<file path="config.mk">
export PLATFORM = sky130hd
export DESIGN_NAME = slot_bitmap_run_allocator_unit
export DESIGN_NICKNAME = d
export VERILOG_FILES = /design/src/rtl/sbra_pkg.sv /design/src/rtl/sbra_cell.sv /design/src/rtl/sbra_scan.sv /design/src/rtl/slot_bitmap_run_allocator_unit.sv
export SDC_FILE = /design/constraint.sdc
export NUM_CORES = 2
export LEC_CHECK = 0
export BUFFER_PORTS_ARGS = -buffer_cell sky130_fd_sc_hd__buf_2
export CELL_PAD_IN_SITES_DETAIL_PLACEMENT = 0
export CELL_PAD_IN_SITES_GLOBAL_PLACEMENT = 1
export CORE_MARGIN = 4
export CORE_UTILIZATION = 53
export CTS_CLUSTER_SIZE = 30
export DETAILED_ROUTE_END_ITERATION = 12
export PLACE_DENSITY_LB_ADDON = 0.1
export SYNTH_ARGS = -nofsm -noshare
export SYNTH_HDL_FRONTEND = slang
export SYNTH_SLANG_ARGS = --single-unit
</file>
<file path="constraint.sdc">
create_clock -name clk_i -period 10.95 [get_ports clk_i]
set_input_delay 2.19 -clock clk_i [delete_from_list [all_inputs] [get_ports clk_i]]
set_output_delay 2.19 -clock clk_i [all_outputs]
set_load 0.02 [all_outputs]
</file>
<file path="src/rtl/sbra_pkg.sv">
package sbra_pkg;

  localparam int unsigned OPCODE_W  = 2;
  localparam int unsigned COUNT_W   = 6;
  localparam int unsigned START_W   = 8;
  localparam int unsigned SEG_W     = 32;
  localparam int unsigned SEG_IDX_W = $clog2(SEG_W);
  localparam int unsigned LEN_W     = 7;
  localparam int unsigned DOT_SLOTS = 2;

  localparam logic [LEN_W-1:0] LEN_SAT = LEN_W'(64);

  typedef enum logic [OPCODE_W-1:0] {
    OP_ALLOC = 2'd0,
    OP_FREE  = 2'd1,
    OP_INIT  = 2'd2,
    OP_QUERY = 2'd3
  } opcode_e;

  typedef enum logic [3:0] {
    S_IDLE   = 4'b0001,
    S_SEARCH = 4'b0010,
    S_APPLY  = 4'b0100,
    S_HOLD   = 4'b1000
  } state_e;

  typedef struct packed {
    logic             clear;
    logic             step;
    logic [LEN_W-1:0] want;
  } scan_ctl_t;

endpackage

</file>
<file path="src/rtl/sbra_cell.sv">
module sbra_cell (
  input  logic                       clk_i,
  input  logic                       rst_ni,
  input  logic                       shift_i,
  input  logic [sbra_pkg::SEG_W-1:0] seg_i,
  output logic [sbra_pkg::SEG_W-1:0] seg_o
);

  logic [sbra_pkg::SEG_W-1:0] seg_q;
  logic [sbra_pkg::SEG_W-1:0] seg_d;

  assign seg_d = shift_i ? seg_i : seg_q;
  assign seg_o = seg_q;

  always_ff @(posedge clk_i or negedge rst_ni) begin
    if (!rst_ni) begin
      seg_q <= '0;
    end else begin
      seg_q <= seg_d;
    end
  end

endmodule

</file>
<file path="src/rtl/sbra_scan.sv">
module sbra_scan #(
  parameter int unsigned GW = 12
) (
  input  logic                       clk_i,
  input  logic                       rst_ni,
  input  sbra_pkg::scan_ctl_t        ctl_i,
  input  logic [sbra_pkg::SEG_W-1:0] free_i,
  input  logic [GW-1:0]              base_i,
  output logic                       found_o,
  output logic [GW-1:0]              start_o
);

  localparam int unsigned SW  = sbra_pkg::SEG_W;
  localparam int unsigned LW  = sbra_pkg::LEN_W;
  localparam int unsigned SIW = sbra_pkg::SEG_IDX_W;

  logic [LW-1:0]  carry_len_q, carry_len_d;
  logic [GW-1:0]  carry_start_q, carry_start_d;
  logic           found_q, found_d;
  logic [GW-1:0]  start_q, start_d;

  logic           any_used [SW];
  logic [SIW-1:0] last_used [SW];
  logic [LW-1:0]  len_a [SW];
  logic [GW-1:0]  st_a [SW];
  logic [SW-1:0]  hit;
  logic [GW-1:0]  sel_start;

  always_comb begin
    for (int j = 0; j < SW; j++) begin
      any_used[j]  = 1'b0;
      last_used[j] = '0;
      for (int i = 0; i < SW; i++) begin
        if (i <= j && !free_i[i]) begin
          any_used[j]  = 1'b1;
          last_used[j] = SIW'(i);
        end
      end
      if (any_used[j]) begin
        len_a[j] = LW'(j) - LW'(last_used[j]);
        st_a[j]  = base_i + GW'(last_used[j]) + GW'(1);
      end else begin
        len_a[j] = carry_len_q + LW'(j) + LW'(1);
        st_a[j]  = (carry_len_q == '0) ? base_i : carry_start_q;
      end
      hit[j] = (len_a[j] >= ctl_i.want);
    end
    sel_start = '0;
    for (int j = SW - 1; j >= 0; j--) begin
      if (hit[j]) begin
        sel_start = st_a[j];
      end
    end
  end

  always_comb begin
    carry_len_d   = carry_len_q;
    carry_start_d = carry_start_q;
    found_d       = found_q;
    start_d       = start_q;
    if (ctl_i.clear) begin
      carry_len_d = '0;
      found_d     = 1'b0;
    end else if (ctl_i.step && !found_q) begin
      if (|hit) begin
        found_d = 1'b1;
        start_d = sel_start;
      end else begin
        carry_len_d   = (len_a[SW-1] > sbra_pkg::LEN_SAT) ? sbra_pkg::LEN_SAT : len_a[SW-1];
        carry_start_d = st_a[SW-1];
      end
    end
  end

  always_ff @(posedge clk_i or negedge rst_ni) begin
    if (!rst_ni) begin
      carry_len_q <= '0;
      found_q     <= 1'b0;
    end else begin
      carry_len_q <= carry_len_d;
      found_q     <= found_d;
    end
  end

  always_ff @(posedge clk_i) begin
    carry_start_q <= carry_start_d;
    start_q       <= start_d;
  end

  assign found_o = found_q;
  assign start_o = start_q;

endmodule

</file>
<file path="src/rtl/slot_bitmap_run_allocator_unit.sv">
// Channel   Dir  Fields (lowest bit first)
// s_axis    in   tdata: slot_count[5:0], start_slot[13:6]; tuser: opcode[1:0]
// m_axis    out  tdata: run_start, dir_empty above it; tuser: no_room
//
// The bitmap sits in a ring of 32-slot cells that rotates one segment per cycle
// during the search and mark passes. An allocate runs a search rotation, a mark
// rotation and a hand-off step that waits for room on m_axis; the result is
// registered onto m_axis as the hand-off ends. Other requests skip the search.
// Reset clears the bitmap at once. A new word is taken while a result
// waits on m_axis; a finished result waits while m_axis stalls.
module slot_bitmap_run_allocator_unit #(
  parameter int unsigned NUM_SLOTS = 256,
  localparam int unsigned IDXW     = $clog2(NUM_SLOTS + 1),
  localparam int unsigned OUT_W    = ((IDXW + 1 + 7) / 8) * 8
) (
  input  logic             clk_i,
  input  logic             rst_ni,
  input  logic             s_axis_tvalid,
  output logic             s_axis_tready,
  input  logic [15:0]      s_axis_tdata,  // slot_count, start_slot
  input  logic [1:0]       s_axis_tuser,  // opcode
  output logic             m_axis_tvalid,
  input  logic             m_axis_tready,
  output logic [OUT_W-1:0] m_axis_tdata,  // run_start, dir_empty
  output logic [0:0]       m_axis_tuser   // no_room
);

  localparam int unsigned SW        = sbra_pkg::SEG_W;
  localparam int unsigned SIW       = sbra_pkg::SEG_IDX_W;
  localparam int unsigned NUM_CELLS = (NUM_SLOTS + SW - 1) / SW;
  localparam int unsigned CELLW     = (NUM_CELLS > 1) ? $clog2(NUM_CELLS) : 1;
  localparam int unsigned GW        = $clog2(NUM_CELLS * SW + 256 + 64);
  localparam int unsigned CW        = sbra_pkg::COUNT_W;

  sbra_pkg::state_e        state_q, state_d;
  logic [CELLW-1:0]        seg_idx_q, seg_idx_d;
  sbra_pkg::opcode_e       op_q;
  logic [CW-1:0]           count_q;
  logic [sbra_pkg::START_W-1:0] first_q;
  logic                    used_acc_q, used_acc_d;
  logic [IDXW-1:0]         res_start_q;
  logic                    res_noroom_q;
  logic                    res_empty_q;
  logic                    out_valid_q, out_valid_d;
  logic [IDXW-1:0]         out_start_q;
  logic                    out_noroom_q;
  logic                    out_empty_q;

  logic                    in_fire;
  logic                    shift;
  logic                    last_seg;
  logic                    out_free;
  logic [SW-1:0]           cell_seg [NUM_CELLS];
  logic [SW-1:0]           head_new;
  logic [SW-1:0]           valid_mask;
  logic [SW-1:0]           run_mask;
  logic [SW-1:0]           applied;
  logic                    used_now;
  logic [GW-1:0]           base;
  logic [GW-1:0]           lo, hi;
  logic                    do_set, do_clr;
  logic [GW-1:0]           g;
  sbra_pkg::scan_ctl_t     scan_ctl;
  logic                    scan_found;
  logic [GW-1:0]           scan_start;

  assign s_axis_tready = (state_q == sbra_pkg::S_IDLE);
  assign in_fire       = s_axis_tvalid && s_axis_tready;
  assign shift         = (state_q == sbra_pkg::S_SEARCH) || (state_q == sbra_pkg::S_APPLY);
  assign last_seg      = (seg_idx_q == CELLW'(NUM_CELLS - 1));
  assign out_free      = !out_valid_q || m_axis_tready;
  assign base          = GW'({seg_idx_q, SIW'(0)});

  for (genvar i = 0; i < NUM_CELLS; i++) begin : g_cell
    if (i == NUM_CELLS - 1) begin : g_tail
      sbra_cell u_cell (
        .clk_i   (clk_i),
        .rst_ni  (rst_ni),
        .shift_i (shift),
        .seg_i   (head_new),
        .seg_o   (cell_seg[i])
      );
    end else begin : g_body
      sbra_cell u_cell (
        .clk_i   (clk_i),
        .rst_ni  (rst_ni),
        .shift_i (shift),
        .seg_i   (cell_seg[i+1]),
        .seg_o   (cell_seg[i])
      );
    end
  end

  always_comb begin
    lo     = '0;
    hi     = '0;
    do_set = 1'b0;
    do_clr = 1'b0;
    case (op_q)
      sbra_pkg::OP_ALLOC: begin
        lo     = scan_start;
        hi     = scan_start + GW'(count_q);
        do_set = scan_found;
      end
      sbra_pkg::OP_FREE: begin
        lo     = GW'(first_q);
        hi     = GW'(first_q) + GW'(count_q);
        do_clr = 1'b1;
      end
      sbra_pkg::OP_INIT: begin
        lo     = '0;
        hi     = GW'(sbra_pkg::DOT_SLOTS);
        do_set = 1'b1;
      end
      default: begin
        lo = '0;
        hi = '0;
      end
    endcase
  end

  always_comb begin
    used_now = 1'b0;
    g        = '0;
    for (int j = 0; j < SW; j++) begin
      g             = base + GW'(j);
      valid_mask[j] = (g < GW'(NUM_SLOTS));
      run_mask[j]   = (g >= lo) && (g < hi) && valid_mask[j];
      if (do_set) begin
        applied[j] = cell_seg[0][j] | run_mask[j];
      end else if (do_clr) begin
        applied[j] = cell_seg[0][j] & ~run_mask[j];
      end else begin
        applied[j] = cell_seg[0][j];
      end
      if (applied[j] && g >= GW'(sbra_pkg::DOT_SLOTS)) begin
        used_now = 1'b1;
      end
    end
    head_new = (state_q == sbra_pkg::S_APPLY) ? applied : cell_seg[0];
  end

  assign scan_ctl.clear = in_fire;
  assign scan_ctl.step  = (state_q == sbra_pkg::S_SEARCH);
  assign scan_ctl.want  = (count_q == '0) ? sbra_pkg::LEN_W'(1) : sbra_pkg::LEN_W'(count_q);

  sbra_scan #(
    .GW (GW)
  ) u_scan (
    .clk_i   (clk_i),
    .rst_ni  (rst_ni),
    .ctl_i   (scan_ctl),
    .free_i  (~cell_seg[0] & valid_mask),
    .base_i  (base),
    .found_o (scan_found),
    .start_o (scan_start)
  );

  always_comb begin
    state_d     = state_q;
    seg_idx_d   = seg_idx_q;
    used_acc_d  = used_acc_q;
    out_valid_d = out_valid_q && !m_axis_tready;
    unique case (state_q)
      sbra_pkg::S_IDLE: begin
        if (in_fire) begin
          used_acc_d = 1'b0;
          seg_idx_d  = '0;
          state_d    = (sbra_pkg::opcode_e'(s_axis_tuser) == sbra_pkg::OP_ALLOC) ?
                       sbra_pkg::S_SEARCH : sbra_pkg::S_APPLY;
        end
      end
      sbra_pkg::S_SEARCH: begin
        seg_idx_d = last_seg ? '0 : seg_idx_q + CELLW'(1);
        if (last_seg) begin
          state_d = sbra_pkg::S_APPLY;
        end
      end
      sbra_pkg::S_APPLY: begin
        seg_idx_d  = last_seg ? '0 : seg_idx_q + CELLW'(1);
        used_acc_d = used_acc_q | used_now;
        if (last_seg) begin
          state_d = sbra_pkg::S_HOLD;
        end
      end
      sbra_pkg::S_HOLD: begin
        if (out_free) begin
          out_valid_d = 1'b1;
          state_d     = sbra_pkg::S_IDLE;
        end
      end
      default: begin
        state_d = sbra_pkg::S_IDLE;
      end
    endcase
  end

  always_ff @(posedge clk_i or negedge rst_ni) begin
    if (!rst_ni) begin
      state_q     <= sbra_pkg::S_IDLE;
      seg_idx_q   <= '0;
      used_acc_q  <= 1'b0;
      out_valid_q <= 1'b0;
    end else begin
      state_q     <= state_d;
      seg_idx_q   <= seg_idx_d;
      used_acc_q  <= used_acc_d;
      out_valid_q <= out_valid_d;
    end
  end

  always_ff @(posedge clk_i) begin
    if (in_fire) begin
      op_q    <= sbra_pkg::opcode_e'(s_axis_tuser);
      count_q <= s_axis_tdata[CW-1:0];
      first_q <= s_axis_tdata[CW+sbra_pkg::START_W-1:CW];
    end
    if (state_q == sbra_pkg::S_APPLY && last_seg) begin
      res_empty_q <= !(used_acc_q | used_now);
      if (op_q == sbra_pkg::OP_ALLOC) begin
        res_noroom_q <= !scan_found;
        res_start_q  <= scan_found ? IDXW'(scan_start) : IDXW'(NUM_SLOTS);
      end else begin
        res_noroom_q <= 1'b0;
        res_start_q  <= '0;
      end
    end
    if (state_q == sbra_pkg::S_HOLD && out_free) begin
      out_start_q  <= res_start_q;
      out_noroom_q <= res_noroom_q;
      out_empty_q  <= res_empty_q;
    end
  end

  assign m_axis_tvalid = out_valid_q;
  assign m_axis_tdata  = OUT_W'({out_empty_q, out_start_q});
  assign m_axis_tuser  = out_noroom_q;

  a_idle_home : assert property (@(posedge clk_i) disable iff (!rst_ni)
    (state_q == sbra_pkg::S_IDLE) |-> (seg_idx_q == '0))
    else $error("cell ring not at home position while idle");

  a_pass_aligned : assert property (@(posedge clk_i) disable iff (!rst_ni)
    (state_q == sbra_pkg::S_APPLY && $past(state_q) == sbra_pkg::S_SEARCH)
      |-> (seg_idx_q == '0))
    else $error("apply pass started off the first segment");

  a_found_in_range : assert property (@(posedge clk_i) disable iff (!rst_ni)
    (state_q == sbra_pkg::S_APPLY && op_q == sbra_pkg::OP_ALLOC && scan_found)
      |-> (scan_start < GW'(NUM_SLOTS)))
    else $error("allocated run starts beyond the bitmap");

  a_noroom_start : assert property (@(posedge clk_i) disable iff (!rst_ni)
    (out_valid_q && out_noroom_q) |-> (out_start_q == IDXW'(NUM_SLOTS)))
    else $error("no-room word carries a wrong run start");

  a_hold_result : assert property (@(posedge clk_i) disable iff (!rst_ni)
    (state_q == sbra_pkg::S_HOLD && !out_free) |=> (state_q == sbra_pkg::S_HOLD))
    else $error("finished result dropped while output stalled");

endmodule
</file>
== After elaboration in Yosys (flattened, before gate mapping) ==
Cells that the tools add are included.
W data, S select, Z words.

* Add/sub/neg operators: 189
* Order comparisons: 161
* Eq/ne operators: 12
* Muxes and demuxes: 283
* Bitwise operators: 101
* Reductions and logical operators: 125

{| class="wikitable"
|+ Operator list
! operator !! number
|-
| $mux W10 || 65
|-
| $add A10 B1 Y10 const B || 31
|-
| $ge A9 B10 Y1 || 30
|-
| $lt A9 B10 Y1 || 30
|-
| $add A8 B5 Y9 || 30
|-
| $ge A9 B2 Y1 const B || 30
|-
| $lt A9 B9 Y1 const B || 30
|-
| $mux W7 || 36
|-
| $add A7 B1 Y7 const B || 32
|-
| $ge A7 B6 Y1 || 32
|-
| $mux W5 || 30
|-
| $add A8 B5 Y9 const B || 16
|-
| $mux W1 || 136
|-
| $add A7 B5 Y7 const B || 16
|-
| $logic_and A1 B1 Y1 || 101
|-
| $sub A5 B5 Y6 const A || 16
|-
| $add A8 B4 Y9 const B || 8
|-
| $add A7 B4 Y7 const B || 8
|-
| $sub A4 B5 Y6 const A || 8
|-
| $add A8 B3 Y9 const B || 4
|-
| $not A1 Y1 || 34
|-
| $or A1 B1 Y1 || 33
|-
| $and A1 B1 Y1 || 32
|-
| $and A32 B32 Y32 || 1
|-
| other kinds (51) || 82
|}

* Register bits: 331
* Logic and storage cells: 897

== Logic depth before layout (Yosys ltp) ==
* Word-level depth: 69
* Depth in mapped cells: 31
* Mapped depth without buffers: 30

== Cells and area by module ==
From an unflattened synthesis, not the netlist that was laid out.

* Cell total of the unflattened synthesis: 4,939
* Area total of the unflattened synthesis: 40,888.0 um^2

{| class="wikitable"
|+ By module, submodules not included
! module !! times used !! cells an instance !! area an instance (um^2) !! seq. area each (um^2)
|-
| sbra_scan || 1 || 3,682 || 24,673.7 || 800.8
|-
| sbra_cell || 8 || 68 || 1,345.0 || 800.8
|-
| slot_bitmap_run_allocator_unit || 1 || 713 || 5,454.0 || 1,367.6
|}

== Least setup slack after synthesis ==
OpenSTA, ideal clock, no wires.

* Path type: register -> register
* From: reg g_cell[0].g_body.u_cell.seg_q, in the netlist g_cell[0].g_body.u_cell.seg_o[3]
* To: reg u_scan.carry_len_q[1]
* Arrival: 5.412 ns
* Required time: 10.825 ns
* Setup slack: 5.414 ns
* Cell stages (with the launch flop): 30
* Path buffers: 2
* Period minus slack after synthesis: 5.536 ns
* Path through: dfrtp_1 -> clkbuf_1 -> nor2_1 -> nor2_1 -> nor3_1 -> inv_1 -> nand2_1 -> nand3_1 -> nand2_1 -> nand2_1 -> nor2_1 -> inv_1 -> a21oi_1 -> inv_1 -> ha_1 -> a22oi_1 -> nor2_1 -> a21oi_1 -> ha_1 -> a21oi_1 -> o21ai_0 -> a21oi_1 -> o211a_1 -> clkbuf_1 -> and2_1 -> nand4_1 -> nor4_1 -> nand4_1 -> nor3_4 -> mux2_2

* Cells in the longest elaborated chain, start to end: 38
* Elaborated cells between the ends (all ways): 155
* Those cells by class: add/sub (29); order compare (30); eq/ne (1); mux (91); bitwise (2); reduce/logical (2)

{| class="wikitable"
|+ RTL lines
! what !! RTL line !! source
|-
| start: declaration || sbra_cell.sv:9 || <nowiki>logic [sbra_pkg::SEG_W-1:0] seg_q;</nowiki>
|-
| start signal: assignment || sbra_cell.sv:19 || <nowiki>seg_q <= seg_d;</nowiki>
|-
| $not A32 Y32 (*) || slot_bitmap_run_allocator_unit.sv:153 || <nowiki>.free_i (~cell_seg[0] & valid_mask),</nowiki>
|-
| $and A32 B32 Y32 (*) || slot_bitmap_run_allocator_unit.sv:153 ||
|-
| branches (longest 36 deep; another with $mux W5) || -- ||
|-
| end signal: assignment || sbra_scan.sv:80 || <nowiki>carry_len_q <= carry_len_d;</nowiki>
|-
| end: declaration || sbra_scan.sv:17 || <nowiki>logic [LW-1:0] carry_len_q, carry_len_d;</nowiki>
|}

Every way passes the cells marked *. The select of a mux whose other input is x is not followed.
A chain may end at the register's enable or synchronous reset.

== Worst setup path after layout ==
* From: reg u_scan.carry_len_q[1]
* To: reg u_scan.start_q[2] (netlist: u_scan.start_o[2]) (data pin)

* Cells in the longest elaborated chain, start to end: 36
* Elaborated cells between the ends (all ways): 192
* Those cells by class: add/sub (62); order compare (32); mux (97); reduce/logical (1)

{| class="wikitable"
|+ RTL lines
! what !! RTL line !! source
|-
| $add A7 B5 Y7 || sbra_scan.sv:43 || <nowiki>len_a[j] = carry_len_q + LW'(j) + LW'(1);</nowiki>
|-
| $add A7 B1 Y7 || sbra_scan.sv:43 ||
|-
| $mux W7 || sbra_scan.sv:39 || <nowiki>if (any_used[j]) begin</nowiki>
|-
| $ge A7 B6 Y1 || sbra_scan.sv:46 || <nowiki>hit[j] = (len_a[j] >= ctl_i.want);</nowiki>
|-
| $mux W10 (31 in series) || sbra_scan.sv:50 || <nowiki>if (hit[j]) begin</nowiki>
|-
| $mux W10 (*) || sbra_scan.sv:50 ||
|-
| via u_scan.sel_start[2] || sbra_scan.sv:27 || <nowiki>logic [GW-1:0] sel_start;</nowiki>
|-
| end signal: assignment || sbra_scan.sv:87 || <nowiki>start_q <= start_d;</nowiki>
|-
| end: declaration || sbra_scan.sv:20 || <nowiki>logic [GW-1:0] start_q, start_d;</nowiki>
|}

Mark *: on every way through the listed nets, which the timed path passes. The rest lies on a longest branch.

==> impl_metrics.json <==
{
  "status": "finished, final reports clean",
  "drv_slew": 0,
  "drtIter0Drc": 4756,
  "crit_required_ps": 11410,
  "synth_cell_type_count": 94,
  "tns_ps": 0,
  "slowest_delay_ps": 1230,
  "most-common-layout-cells": "983 x nand2_1, 342 x nor2_1, 322 x o21ai_0, 317 x a21oi_1, 294 x ha_1",
  "final_common_cell": "nand2_1",
  "dp.final_hpwl_mm": 102.6,
  "rsz0062_at_grt": "false",
  "mappedNetlistArea_um2": 31390,
  "syn_inst": 4257,
  "worstSkewPairLatency_ps": 610,
  "grt_overflow_total": 0,
  "synth-edff-count": 58,
  "numPortBuffers": 32,
  "cts.root.buffer_cell": "clkbuf_16",
  "syn-mean-instance-area_um2": 7.373,
  "synth-seq-cells": 331,
  "multi_input_area_um2": 21410,
  "setup_viol": 0,
  "maxSlewHeadroom_pct": 7.137,
  "path_clk_slew_ps": 70,
  "cp-end-kind": "register",
  "crit_chain": "buf_4, ha_1, nand2_1, xnor2_1, nor2_1, ha_1, a21oi_1, o21ai_0, a211oi_1, nor3b_2, o2111ai_1, a2111oi_1, o2111ai_1, o21ai_0, a221oi_1, nor2_1",
  "start_util_pct": 53.99,
  "ios": 41,
  "yosysSeqAreaShare_pct": 27.32,
  "hold_viol_final": 0,
  "hp-class": "reg2reg",
  "routed_wl_mm": 141.7,
  "firstDrtPassIters": 9,
  "core_um2": 58140,
  "grt_max_degree": 191,
  "die-area_um2": 63180,
  "antenna_found_initial": 7,
  "synth_ff_type": "dfrtp_1",
  "cts-buffers-inserted": 29,
  "post-route-period-util_pct": 75.14,
  "layout.area.seq_um2": 8576,
  "worst-slew-pin-transition_ps": 1389,
  "worstPathArrival_ps": 8680,
  "cp_max_fo": 18,
  "cts_tree": "yes",
  "postCtsSetupRepairBufs": 0,
  "max-cap-violations": 0,
  "cts_resized": 0,
  "grt_pass1_vias": 31120,
  "drc": 0,
  "cpMaxStageDelayCell": "a2111oi_1",
  "wire_per_inst_um": 28.66,
  "cts-htree-levels": 1,
  "grt_pass1_wl_mm": 206.4,
  "nets": 4473,
  "fin_crit_ps": 8228,
  "synthArstFlopShare_pct": 82.48,
  "syn2layout_area_growth_pct": 6.438,
  "final_antenna_net_count": 0,
  "start_kind": "register",
  "place_congestion": 1.072,
  "die_w_um": 251.4,
  "vias": 33980,
  "drive_above_1_share_pct": 6.919,
  "yosysWarningCount": 0,
  "grt_usage_pct": 43.02,
  "finClkSkew_ps": 21.39,
  "num_rows": 88,
  "via_per_inst": 6.871,
  "crit_type": "reg2reg",
  "die_h_um": 251.4,
  "fmax_ghz": 0.1215,
  "hold_buffers": 0,
  "cts.sinks": 331,
  "fillers": 5605,
  "cts_max_path_buffers": 3
}
routing by layer:
layer,vias to the layer above,track usage [%],part of all wire (%)
met2,2378,58.71,39
li1,15060,-,-
met1,15920,58.45,40
met3,615,16.46,14
met4,10,23.59,7.3
met5,-,0,0.047
worst max-delay path, delay by kind of cell, from the launching register on:
kind                       cells  cell delay (ps)
and+or+nand+nor                4             1080
AOI/OAI and AO/OA              8             4090
DFF                            1              320
buffers and inverters          1              460
xor gates and xnor gates       1              960
adders and majority gates      2             1160
synthesized netlist by cell type (all sizes together), types with 11 or more instances:
master	count	area share [%]
nand2	983	12
nor2	345	4.1
o21ai	329	5.2
a21oi	318	5.1
ha	294	12
dfrtp	272	22
clkbuf	242	2.9
inv	101	1.2
nand3	101	1.6
xnor2	87	2.4
nor3	83	1.4
a211oi	70	1.7
edfxtp	58	5.5
a31oi	54	1.1
o211ai	53	1.3
and2	52	1.0
a21o	49	1.2
nand2b	48	0.96
buf	45	0.69
mux2i	41	1.3
nor4	38	0.91
o22ai	35	0.70
or2	31	0.62
xor2	31	0.87
a22oi	30	0.72
o2111ai	30	0.84
o21a	30	0.72
and3	29	0.58
nor2b	28	0.56
a221oi	26	0.73
nand4	26	0.52
or3	23	0.46
a211o	22	0.61
a21boi	21	0.51
o31ai	20	0.48
a2111oi	14	0.45
o311ai	13	0.36
or4	13	0.31
nor3b	11	0.28
logic make-up (layout without fill, tap and decap cells):
group	count (synthesis)	count (layout)	synth area share, %
flops	331	331	27.32
mux	51	51	1.666
simple gates	1833	1833	25.76
compound gates	1237	1237	25.28
other cells	1	10	0.01195
fa+ha+maj	296	296	11.85
xor+xnor	118	118	3.293
buf+inv	390	305	4.816
sequential cells by signal (all words and copies together) (netlist names), 2 cells and up:
name and count:
g_cell.g_tail.u_cell.seg_o 32, u_scan.start_o 10, op_q 2, first_q 8, count_q 6, seg_idx_q 3
res_start_q 9, state_q 4, u_scan.carry_start_q 10, out_start_q 9, g_cell.g_body.u_cell.seg_o 224, u_scan.carry_len_q 7
through the flow:
stage                     utilization (%)  std cells  cell area [µm²]  worst slack [ps]  hold WS, ps
after floorplan                         -       4262            31410              5414        400.3
after global placement              55.71       4889            32390              3273        400.9
after detailed placement            55.71       4889            32390              3190        405.6
after CTS                           57.45       4942            33400              3160        421.4
after global routing                57.45       4942            33400              2559        434.0
final                               57.46       4946            33410              2722        423.8
layout make-up:
class	count	share of cell area, %
clock inverters	16	0.6367
inverters	103	1.157
repair buffers	149	3.176
well taps	765	2.865
diodes	4	0.02996
multi-input cells	3541	64.08
clock buffers	37	2.382
flip-flops and latches	331	25.67
path summary, 6_finish.rpt:
| check | startpoint | slack (ps) | endpoint | cells after the start |
|---|---|---|---|---|
| min in group asynchronous | rst_ni | 1590 | g_cell[0].g_body.u_cell.seg_o[26] | 1 |
| worst min register to register | res_start_q[6] | 420 | out_start_q[6] | 0 |
| worst min-delay path | res_start_q[6] | 420 | out_start_q[6] | 0 |
| worst max register to register | u_scan.carry_len_q[1] | 2720 | u_scan.start_o[2] | 16 |
| worst max-delay path | u_scan.carry_len_q[1] | 2720 | u_scan.start_o[2] | 16 |
| max in group asynchronous | rst_ni | 7660 | u_scan.carry_len_q[6] | 2 |
Power is not shown: default switching activity piles up to over one toggle a cycle in this logic, so the estimate is an artifact.
